--- config.mk ---
export PLATFORM = sky130hd
export DESIGN_NAME = pid_voltage_regulator
export DESIGN_NICKNAME = d
export VERILOG_FILES = /design/src/hdl/pidvr_pkg.sv /design/src/hdl/pidvr_cfg.sv /design/src/hdl/pidvr_mul.sv /design/src/hdl/pid_voltage_regulator.sv
export SDC_FILE = /design/constraint.sdc
export NUM_CORES = 2
export LEC_CHECK = 0
export BUFFER_PORTS_ARGS = -buffer_cell sky130_fd_sc_hd__buf_4
export CELL_PAD_IN_SITES_DETAIL_PLACEMENT = 1
export CELL_PAD_IN_SITES_GLOBAL_PLACEMENT = 1
export CORE_MARGIN = 5
export CORE_UTILIZATION = 51
export CTS_CLUSTER_SIZE = 28
export DETAILED_ROUTE_END_ITERATION = 8
export GPL_TIMING_DRIVEN = 0
export PLACE_DENSITY_LB_ADDON = 0.1
export SLEW_MARGIN = 20
export SYNTH_ARGS = -nofsm -noshare
export SYNTH_HDL_FRONTEND = slang
export SYNTH_HIERARCHICAL = 1
export SYNTH_SLANG_ARGS = --single-unit
--- constraint.sdc ---
create_clock -name clk -period 9.2 [get_ports clk]
set_clock_uncertainty 0.15 [all_clocks]
set_input_delay 0.46 -clock clk [delete_from_list [all_inputs] [get_ports clk]]
set_output_delay 0.46 -clock clk [all_outputs]
set_load 0.05 [all_outputs]
--- src/hdl/pidvr_pkg.sv ---
// Shared types and constants for the PID voltage regulator.
// Holds the register map, the register bank struct and the default parameter values.
// No dependencies.
`timescale 1ns / 1ps

package pidvr_pkg;

  // Default sample and gain fraction widths
  localparam int SAMPLE_BITS_DEF    = 12;
  localparam int GAIN_FRAC_BITS_DEF = 12;

  // Fixed field widths
  localparam int REG_W     = 16;
  localparam int CFG_IDX_W = 3;
  localparam int DAC_W     = 12;
  localparam int DRIVE_W   = 16;
  localparam int TERM_W    = 16;
  localparam int ITERM_W   = 17;

  // Register map
  typedef enum logic [CFG_IDX_W-1:0] {
    REG_GAIN_P    = 3'd0,
    REG_GAIN_I    = 3'd1,
    REG_GAIN_D    = 3'd2,
    REG_INT_LIMIT = 3'd3,
    REG_OUT_LIMIT = 3'd4,
    REG_OUT_SCALE = 3'd5
  } cfg_reg_t;

  // Register bank contents
  typedef struct packed {
    logic [REG_W-1:0] gain_p;
    logic [REG_W-1:0] gain_i;
    logic [REG_W-1:0] gain_d;
    logic [REG_W-1:0] int_limit;
    logic [REG_W-1:0] out_limit;
    logic [REG_W-1:0] out_scale;
  } cfg_t;

  localparam cfg_t CFG_RESET = '{
    gain_p:    16'd10240,
    gain_i:    16'd164,
    gain_d:    16'd1024,
    int_limit: 16'd5080,
    out_limit: 16'd5080,
    out_scale: 16'd52800
  };

endpackage

--- src/hdl/pidvr_cfg.sv ---
// Configuration register bank for the PID voltage regulator.
// Depends on pidvr_pkg for the register map and the bank struct.
`timescale 1ns / 1ps

module pidvr_cfg (
  input  logic                                clk,
  input  logic                                rst,
  input  logic                                cfg_we,
  input  logic [pidvr_pkg::CFG_IDX_W-1:0]     cfg_index,
  input  logic [pidvr_pkg::REG_W-1:0]         cfg_data,
  output pidvr_pkg::cfg_t                     cfg
);
  import pidvr_pkg::*;

  // Decode the index and update one register; unknown indexes drop the write
  always_ff @(posedge clk) begin
    if (rst) begin
      cfg <= CFG_RESET;
    end else if (cfg_we) begin
      unique case (cfg_reg_t'(cfg_index))
        REG_GAIN_P:    cfg.gain_p    <= cfg_data;
        REG_GAIN_I:    cfg.gain_i    <= cfg_data;
        REG_GAIN_D:    cfg.gain_d    <= cfg_data;
        REG_INT_LIMIT: cfg.int_limit <= cfg_data;
        REG_OUT_LIMIT: cfg.out_limit <= cfg_data;
        REG_OUT_SCALE: cfg.out_scale <= cfg_data;
        default: ;
      endcase
    end
  end

endmodule

--- src/hdl/pidvr_mul.sv ---
// Shared signed-by-unsigned multiplier with a registered product.
// No package dependencies; widths come from the instantiating module.
`timescale 1ns / 1ps

module pidvr_mul #(
  parameter int AW = 29,
  parameter int BW = 16
) (
  input  logic                    clk,
  input  logic                    en,
  input  logic signed [AW-1:0]    a,
  input  logic        [BW-1:0]    b,
  output logic signed [AW+BW-1:0] prod
);

  logic signed [AW+BW:0] full;

  // Treat b as a non-negative factor; the product always fits in AW+BW bits
  assign full = a * $signed({1'b0, b});

  // Hold the product until the sequencer asks for a new one
  always_ff @(posedge clk) begin
    if (en) begin
      prod <= full[AW+BW-1:0];
    end
  end

endmodule

--- src/hdl/pid_voltage_regulator.sv ---
// PID voltage regulator top level: sequencer, accumulator state and output register.
// Depends on pidvr_pkg, pidvr_cfg and pidvr_mul.
//
//   channel | signals                                      | beat
//   --------+----------------------------------------------+--------------------------
//   in      | in_valid, in_ready, setpoint, measured       | one feedback sample
//   out     | out_valid, out_ready, dac_code, drive,        | one regulator result
//           | p_term, i_term, d_term                        |
//   cfg     | cfg_we, cfg_index, cfg_data                   | one register write
//
// An input beat is taken in the idle state and then runs seven steps: the
// P, I, D and scale products go through the one shared multiplier, with the
// integral clamp, the sum and the drive clamp between them; an input beat
// waits for the idle state. Synchronous reset restores the register
// defaults and clears the integral and the stored error. A finished result
// sits in the output register while the next beat is taken; if it is still
// not taken when the next result is ready, the last step waits.
`timescale 1ns / 1ps

module pid_voltage_regulator #(
  parameter int SAMPLE_BITS    = pidvr_pkg::SAMPLE_BITS_DEF,
  parameter int GAIN_FRAC_BITS = pidvr_pkg::GAIN_FRAC_BITS_DEF
) (
  input  logic                                   clk,
  input  logic                                   rst,
  input  logic                                   in_valid,
  output logic                                   in_ready,
  input  logic [SAMPLE_BITS-1:0]                 setpoint,
  input  logic [SAMPLE_BITS-1:0]                 measured,
  output logic                                   out_valid,
  input  logic                                   out_ready,
  output logic [pidvr_pkg::DAC_W-1:0]            dac_code,
  output logic [pidvr_pkg::DRIVE_W-1:0]          drive,
  output logic signed [pidvr_pkg::TERM_W-1:0]    p_term,
  output logic signed [pidvr_pkg::ITERM_W-1:0]   i_term,
  output logic signed [pidvr_pkg::TERM_W-1:0]    d_term,
  input  logic                                   cfg_we,
  input  logic [pidvr_pkg::CFG_IDX_W-1:0]        cfg_index,
  input  logic [pidvr_pkg::REG_W-1:0]            cfg_data
);
  import pidvr_pkg::*;

  localparam int EW  = SAMPLE_BITS + 1;            // error
  localparam int DW  = SAMPLE_BITS + 2;            // error difference
  localparam int AW  = REG_W + GAIN_FRAC_BITS + 1; // integral and multiplier operand
  localparam int PW  = AW + REG_W;                 // product
  localparam int DQW = REG_W + GAIN_FRAC_BITS;     // clamped drive in Q.F
  localparam int CW  = PW - GAIN_FRAC_BITS - REG_W;

  localparam logic [CW-1:0]        CODE_MAX    = CW'((1 << DAC_W) - 1);
  localparam logic signed [PW-1:0] FRAC_MASK_P = PW'((64'd1 << GAIN_FRAC_BITS) - 64'd1);
  localparam logic signed [AW-1:0] FRAC_MASK_A = AW'((64'd1 << GAIN_FRAC_BITS) - 64'd1);
  localparam logic signed [PW-1:0] SAT_MAX     = PW'(32767);
  localparam logic signed [PW-1:0] SAT_MIN     = PW'(-32768);

  typedef enum logic [2:0] {
    S_IDLE, S_P, S_I, S_D, S_SUM, S_CLAMP, S_SCALE, S_OUT
  } state_t;

  state_t state;
  cfg_t   cfg;

  logic signed [EW-1:0]   err, err_in, last_error;
  logic signed [DW-1:0]   derr, derr_in;
  logic signed [AW-1:0]   integral, int_next, ilim;
  logic signed [PW-1:0]   p_q, d_q, prod;
  logic signed [PW:0]     pd, int_sum, ilim_x;
  logic signed [PW+1:0]   total, olim_x;
  logic [DQW-1:0]         drive_q, drive_next;
  logic signed [AW-1:0]   mul_a;
  logic [REG_W-1:0]       mul_b;
  logic                   mul_en;
  logic [CW-1:0]          code_full;
  logic [DAC_W-1:0]       code_sat;

  // Whole part toward zero, saturated to 16 bits
  function automatic logic signed [TERM_W-1:0] whole_sat(input logic signed [PW-1:0] v);
    logic signed [PW-1:0] adj;
    logic signed [PW-1:0] w;
    adj = v[PW-1] ? v + FRAC_MASK_P : v;
    w   = adj >>> GAIN_FRAC_BITS;
    if (w > SAT_MAX) begin
      return SAT_MAX[TERM_W-1:0];
    end else if (w < SAT_MIN) begin
      return SAT_MIN[TERM_W-1:0];
    end
    return w[TERM_W-1:0];
  endfunction

  // Whole part of the clamped integral, toward zero
  function automatic logic signed [ITERM_W-1:0] whole_int(input logic signed [AW-1:0] v);
    logic signed [AW-1:0] adj;
    logic signed [AW-1:0] w;
    adj = v[AW-1] ? v + FRAC_MASK_A : v;
    w   = adj >>> GAIN_FRAC_BITS;
    return w[ITERM_W-1:0];
  endfunction

  pidvr_cfg u_cfg (
    .clk       (clk),
    .rst       (rst),
    .cfg_we    (cfg_we),
    .cfg_index (cfg_index),
    .cfg_data  (cfg_data),
    .cfg       (cfg)
  );

  pidvr_mul #(
    .AW (AW),
    .BW (REG_W)
  ) u_mul (
    .clk  (clk),
    .en   (mul_en),
    .a    (mul_a),
    .b    (mul_b),
    .prod (prod)
  );

  // Error and error difference of the incoming beat
  assign err_in  = $signed({1'b0, setpoint}) - $signed({1'b0, measured});
  assign derr_in = $signed({last_error[EW-1], last_error}) - $signed({err_in[EW-1], err_in});

  // Feed the shared multiplier for the current step
  always_comb begin
    mul_en = 1'b1;
    unique case (state)
      S_P: begin
        mul_a = AW'(err);
        mul_b = cfg.gain_p;
      end
      S_I: begin
        mul_a = AW'(err);
        mul_b = cfg.gain_i;
      end
      S_D: begin
        mul_a = AW'(derr);
        mul_b = cfg.gain_d;
      end
      S_SCALE: begin
        mul_a = $signed({1'b0, drive_q});
        mul_b = cfg.out_scale;
      end
      default: begin
        mul_en = 1'b0;
        mul_a  = '0;
        mul_b  = '0;
      end
    endcase
  end

  // Clamp the integral to plus or minus its limit
  assign ilim    = $signed({1'b0, cfg.int_limit, {GAIN_FRAC_BITS{1'b0}}});
  assign ilim_x  = (PW+1)'(ilim);
  assign int_sum = (PW+1)'(integral) + (PW+1)'(prod);

  always_comb begin
    if (int_sum > ilim_x) begin
      int_next = ilim;
    end else if (int_sum < -ilim_x) begin
      int_next = -ilim;
    end else begin
      int_next = int_sum[AW-1:0];
    end
  end

  // Clamp the summed drive to zero .. output limit
  assign olim_x = $signed({{(PW+2-DQW){1'b0}}, cfg.out_limit, {GAIN_FRAC_BITS{1'b0}}});
  assign total  = (PW+2)'(pd) + (PW+2)'(integral);

  always_comb begin
    if (total[PW+1]) begin
      drive_next = '0;
    end else if (total > olim_x) begin
      drive_next = {cfg.out_limit, {GAIN_FRAC_BITS{1'b0}}};
    end else begin
      drive_next = total[DQW-1:0];
    end
  end

  // Scale product down to a DAC code and saturate
  assign code_full = prod[PW-1:GAIN_FRAC_BITS+REG_W];
  assign code_sat  = (code_full > CODE_MAX) ? {DAC_W{1'b1}} : code_full[DAC_W-1:0];

  assign in_ready = (state == S_IDLE);

  // Sequencer, accumulator state and output register
  always_ff @(posedge clk) begin
    if (rst) begin
      state      <= S_IDLE;
      out_valid  <= 1'b0;
      integral   <= '0;
      last_error <= '0;
    end else begin
      if (out_valid && out_ready && state != S_OUT) begin
        out_valid <= 1'b0;
      end
      unique case (state)
        S_IDLE: begin
          if (in_valid) begin
            err        <= err_in;
            derr       <= derr_in;
            last_error <= err_in;
            state      <= S_P;
          end
        end
        S_P: begin
          state <= S_I;
        end
        S_I: begin
          p_q   <= prod;
          state <= S_D;
        end
        S_D: begin
          integral <= int_next;
          state    <= S_SUM;
        end
        S_SUM: begin
          d_q   <= prod;
          pd    <= (PW+1)'(p_q) + (PW+1)'(prod);
          state <= S_CLAMP;
        end
        S_CLAMP: begin
          drive_q <= drive_next;
          state   <= S_SCALE;
        end
        S_SCALE: begin
          state <= S_OUT;
        end
        S_OUT: begin
          // Wait while the previous result is still held
          if (!out_valid || out_ready) begin
            dac_code  <= code_sat;
            drive     <= drive_q[DQW-1:GAIN_FRAC_BITS];
            p_term    <= whole_sat(p_q);
            i_term    <= whole_int(integral);
            d_term    <= whole_sat(d_q);
            out_valid <= 1'b1;
            state     <= S_IDLE;
          end
        end
        default: begin
          state <= S_IDLE;
        end
      endcase
    end
  end

endmodule

==> qor.txt <==
Placed Instance Area - 0.0473 sq mm
drc violations - 0
Layout area overhead - 11.1%
class of the worst hold path - input pin to register
slowest cell delay on critical path - 0.80 ns
vias - 36,331
asr flop ratio synth - 0%
Mapped Area - 0.0448 sq mm
Final Cell Area - 0.0497 sq mm
Critical Path RT - 9.42 ns
Register Area - 0.0122 sq mm
register bit total from synthesis - 455
clock latency reported for the late side of the worst-skew pair - 0.62 ns
worst slew pin tran - 1.07 ns
GPL Wtd Cong - 0.932
Post-Syn Instances - 4,732
min Tclk post-route - 9.02 ns
Comb pwr share - 45.8%
clk sinks - 455
register area share after synthesis - 27.3%
Crit-path slowest cell - a222oi_1
Area contributors post-synth - edfxtp_1, fa_1, ha_1
Starting Density - 51.5%
Switch Pwr - 4.55 mW
grt total ovfl - 0
internal power - 5.70 mW
pwr/cell area - 206 mW/mm^2
Die Ht - 306 um
switching share of total power - 44.4%
Tot GR Track Use - 32.3%
Synth top area share - 21.0%
most common cell after layout, fill and taps aside - inv_1
final setup violation count - 0
Relative slew margins - 28.0%
Final Hold Fails - 0
WHS - 0.0373 ns
DR WL/cell - 25.0 um
max-slew violations - 0
CTS root buf - clkbuf_16
initial antenna violation count - 4
Worst setup SP type - register
clock share of power - 22.7%
outcome - completed
buffers added on ports - 121
Max IR drop VDD - 148 uV
DRT Wirelength - 154,000 um
clock buffer depth - 3
number of CTS-inserted buffers - 51
Synthesized Nets - 5,562
CP Max Fanout - 10
Nets - 5,766
clock-pin slew on the worst setup and hold paths - 0.06 ns
Yosys warnings - 6
EDFF count, synth - 313
CTS tree - built
vias in the first global route - 39,022
Vias/cell - 5.92
Top FF cell, synth - edfxtp_1
row count - 108
Core Box Area - 0.0869 sq mm
Synth area leader - edfxtp_1
Total Die Area - 0.0938 sq mm
first-pass GRT wire length - 234,000 um
largest net degree at the start of global routing - 52
TNS Setup - 0 ns
most frequent cells in the layout - inv_1, nand2_1, fa_1
CP arrival - 9.25 ns
Pre-antenna DRT Iters - 8
kind of critical path - register to register
I/O pin cnt - 127
antenna-violating nets left - 0
area of the multi-input gates - 0.0294 sq mm
share of cells above drive strength 1 - 8.52%
Seq pwr share - 31.5%
Max Clk Rate - 111 MHz
CP most frequent cell - fa_1
Max-Cap Viols - 0
final-layout fill cell count - 9,872
Yosys cell types - 105
leakage - 23.0 nW
H-tree level count - 2
final worst path period share - 98.1%
Detailed Place HPWL - 124,000 um
DR iter-0 viols - 2,538
Die X - 306 um
Critical Path End Type - register
syn_area_per_cell - 9.46 sq um
## power by group through the flow
stage | combinational [mW] | sequential [mW] | clock, mW
after floorplan | 3.02 | 2.93 | 0
after global placement | 4.29 | 3.27 | 0
after detailed placement | 4.47 | 3.25 | 0
after CTS | 4.60 | 3.21 | 2.35
after global routing | 5.11 | 3.24 | 2.43
final | 4.69 | 3.23 | 2.32
## sequential cells by signal, indices dropped and copies added (netlist names), 16 cells and up
register    flops
p_term         16
d_term         16
drive          16
integral       29
u_cfg/cfg      96
u_mul/prod     45
drive_q        28
d_q            45
i_term         17
pd             46
p_q            45
## kinds of logic (layout without fill, tap and decap cells)
logic type      after synthesis  count (layout)  share of synthesized area [%]
fa+ha+maj                   784             784                           29.4
mux                         125             125                           2.81
xor+xnor                    235             235                           4.63
buf+inv                     873            1120                           7.51
other cells                   0               5                              0
compound gates              831             831                           12.3
simple gates               1429            1429                           16.1
flops                       455             455                           27.3
## worst max-delay path, delay by kind of cell, from the launching register on
family	cells	cell delay (ns)
adders and majority gates	8	3.70
and+or+nand+nor	7	1.29
buffers and inverters	8	1.09
DFF	1	0.37
AOI/OAI and AO/OA	6	2.16
## layer usage
metal	vias up	GRT usage [%]	share of wire [%]
met5	-	0	0.0091
met4	2	12.1	4.5
met3	312	5.37	6.6
met2	1163	54.7	48
met1	18552	42.1	41
li1	16302	-	-
## final cells by class
class | count | area share, %
Multi-Input combinational cell | 3404 | 59.1
Sequential cell | 455 | 24.6
Inverter | 666 | 5.04
Tap cell | 1155 | 2.91
Clock buffer | 61 | 2.79
Timing Repair Buffer | 153 | 2.48
Buffer | 205 | 2.01
Clock inverter | 35 | 1.06
Antenna cell | 5 | 0.0252
## worst paths after layout
path | from | endpoint | slack, ns | cells after the start
worst max register to register | state[1]$_SDFFE_PP0P_ | u_mul/prod[44]$_DFFE_PP_ | 0.18 | 29
worst min register to register | drive_q[15]$_SDFFCE_PN0P_ | drive[3]$_DFFE_PP_ | 0.31 | 0
worst max-delay path | state[1]$_SDFFE_PP0P_ | u_mul/prod[44]$_DFFE_PP_ | 0.18 | 29
worst min-delay path | out_ready | out_valid$_SDFF_PP0_ | 0.04 | 4
## per-stage QoR
step	std cells	power, mW	util (%)	setup WS [ns]
final	6139	10.2	57.3	0.175
after detailed placement	6020	7.72	54.4	-1.85
after floorplan	4732	5.95	-	0.953
after CTS	6131	10.2	57.1	0.00777
after global routing	6134	10.8	57.2	-0.0254
after global placement	6008	7.56	54.2	-1.72
## cells in the mapped netlist, drive strengths merged, types with 17 or more instances
cell type / number
inv: 665
nand2: 490
fa: 447
ha: 335
edfxtp: 313
and2: 238
nor2: 232
a21oi: 227
clkbuf: 172
o21ai: 156
dfxtp: 142
xnor2: 142
mux2i: 121
a21o: 120
nand2b: 118
xor2: 92
nand3: 59
nor3: 55
nand4: 50
and3: 41
nor2b: 37
buf: 35
a22oi: 34
o21bai: 34
a31oi: 31
or3: 31
o21a: 29
a211oi: 27
o211ai: 23
nor4: 20
and4: 17
## repair_timing
action | in CTS | in global routing
gates resized for setup | 107 | 69
hold buffers | 8 | 0
hold endpoints to repair | 9 | 0
pin swaps | 13 | 12
setup buffers | 9 | 3
endpoints found under the setup margin | 30 | 14
No activity file was read; power rests on OpenSTA's default activity.
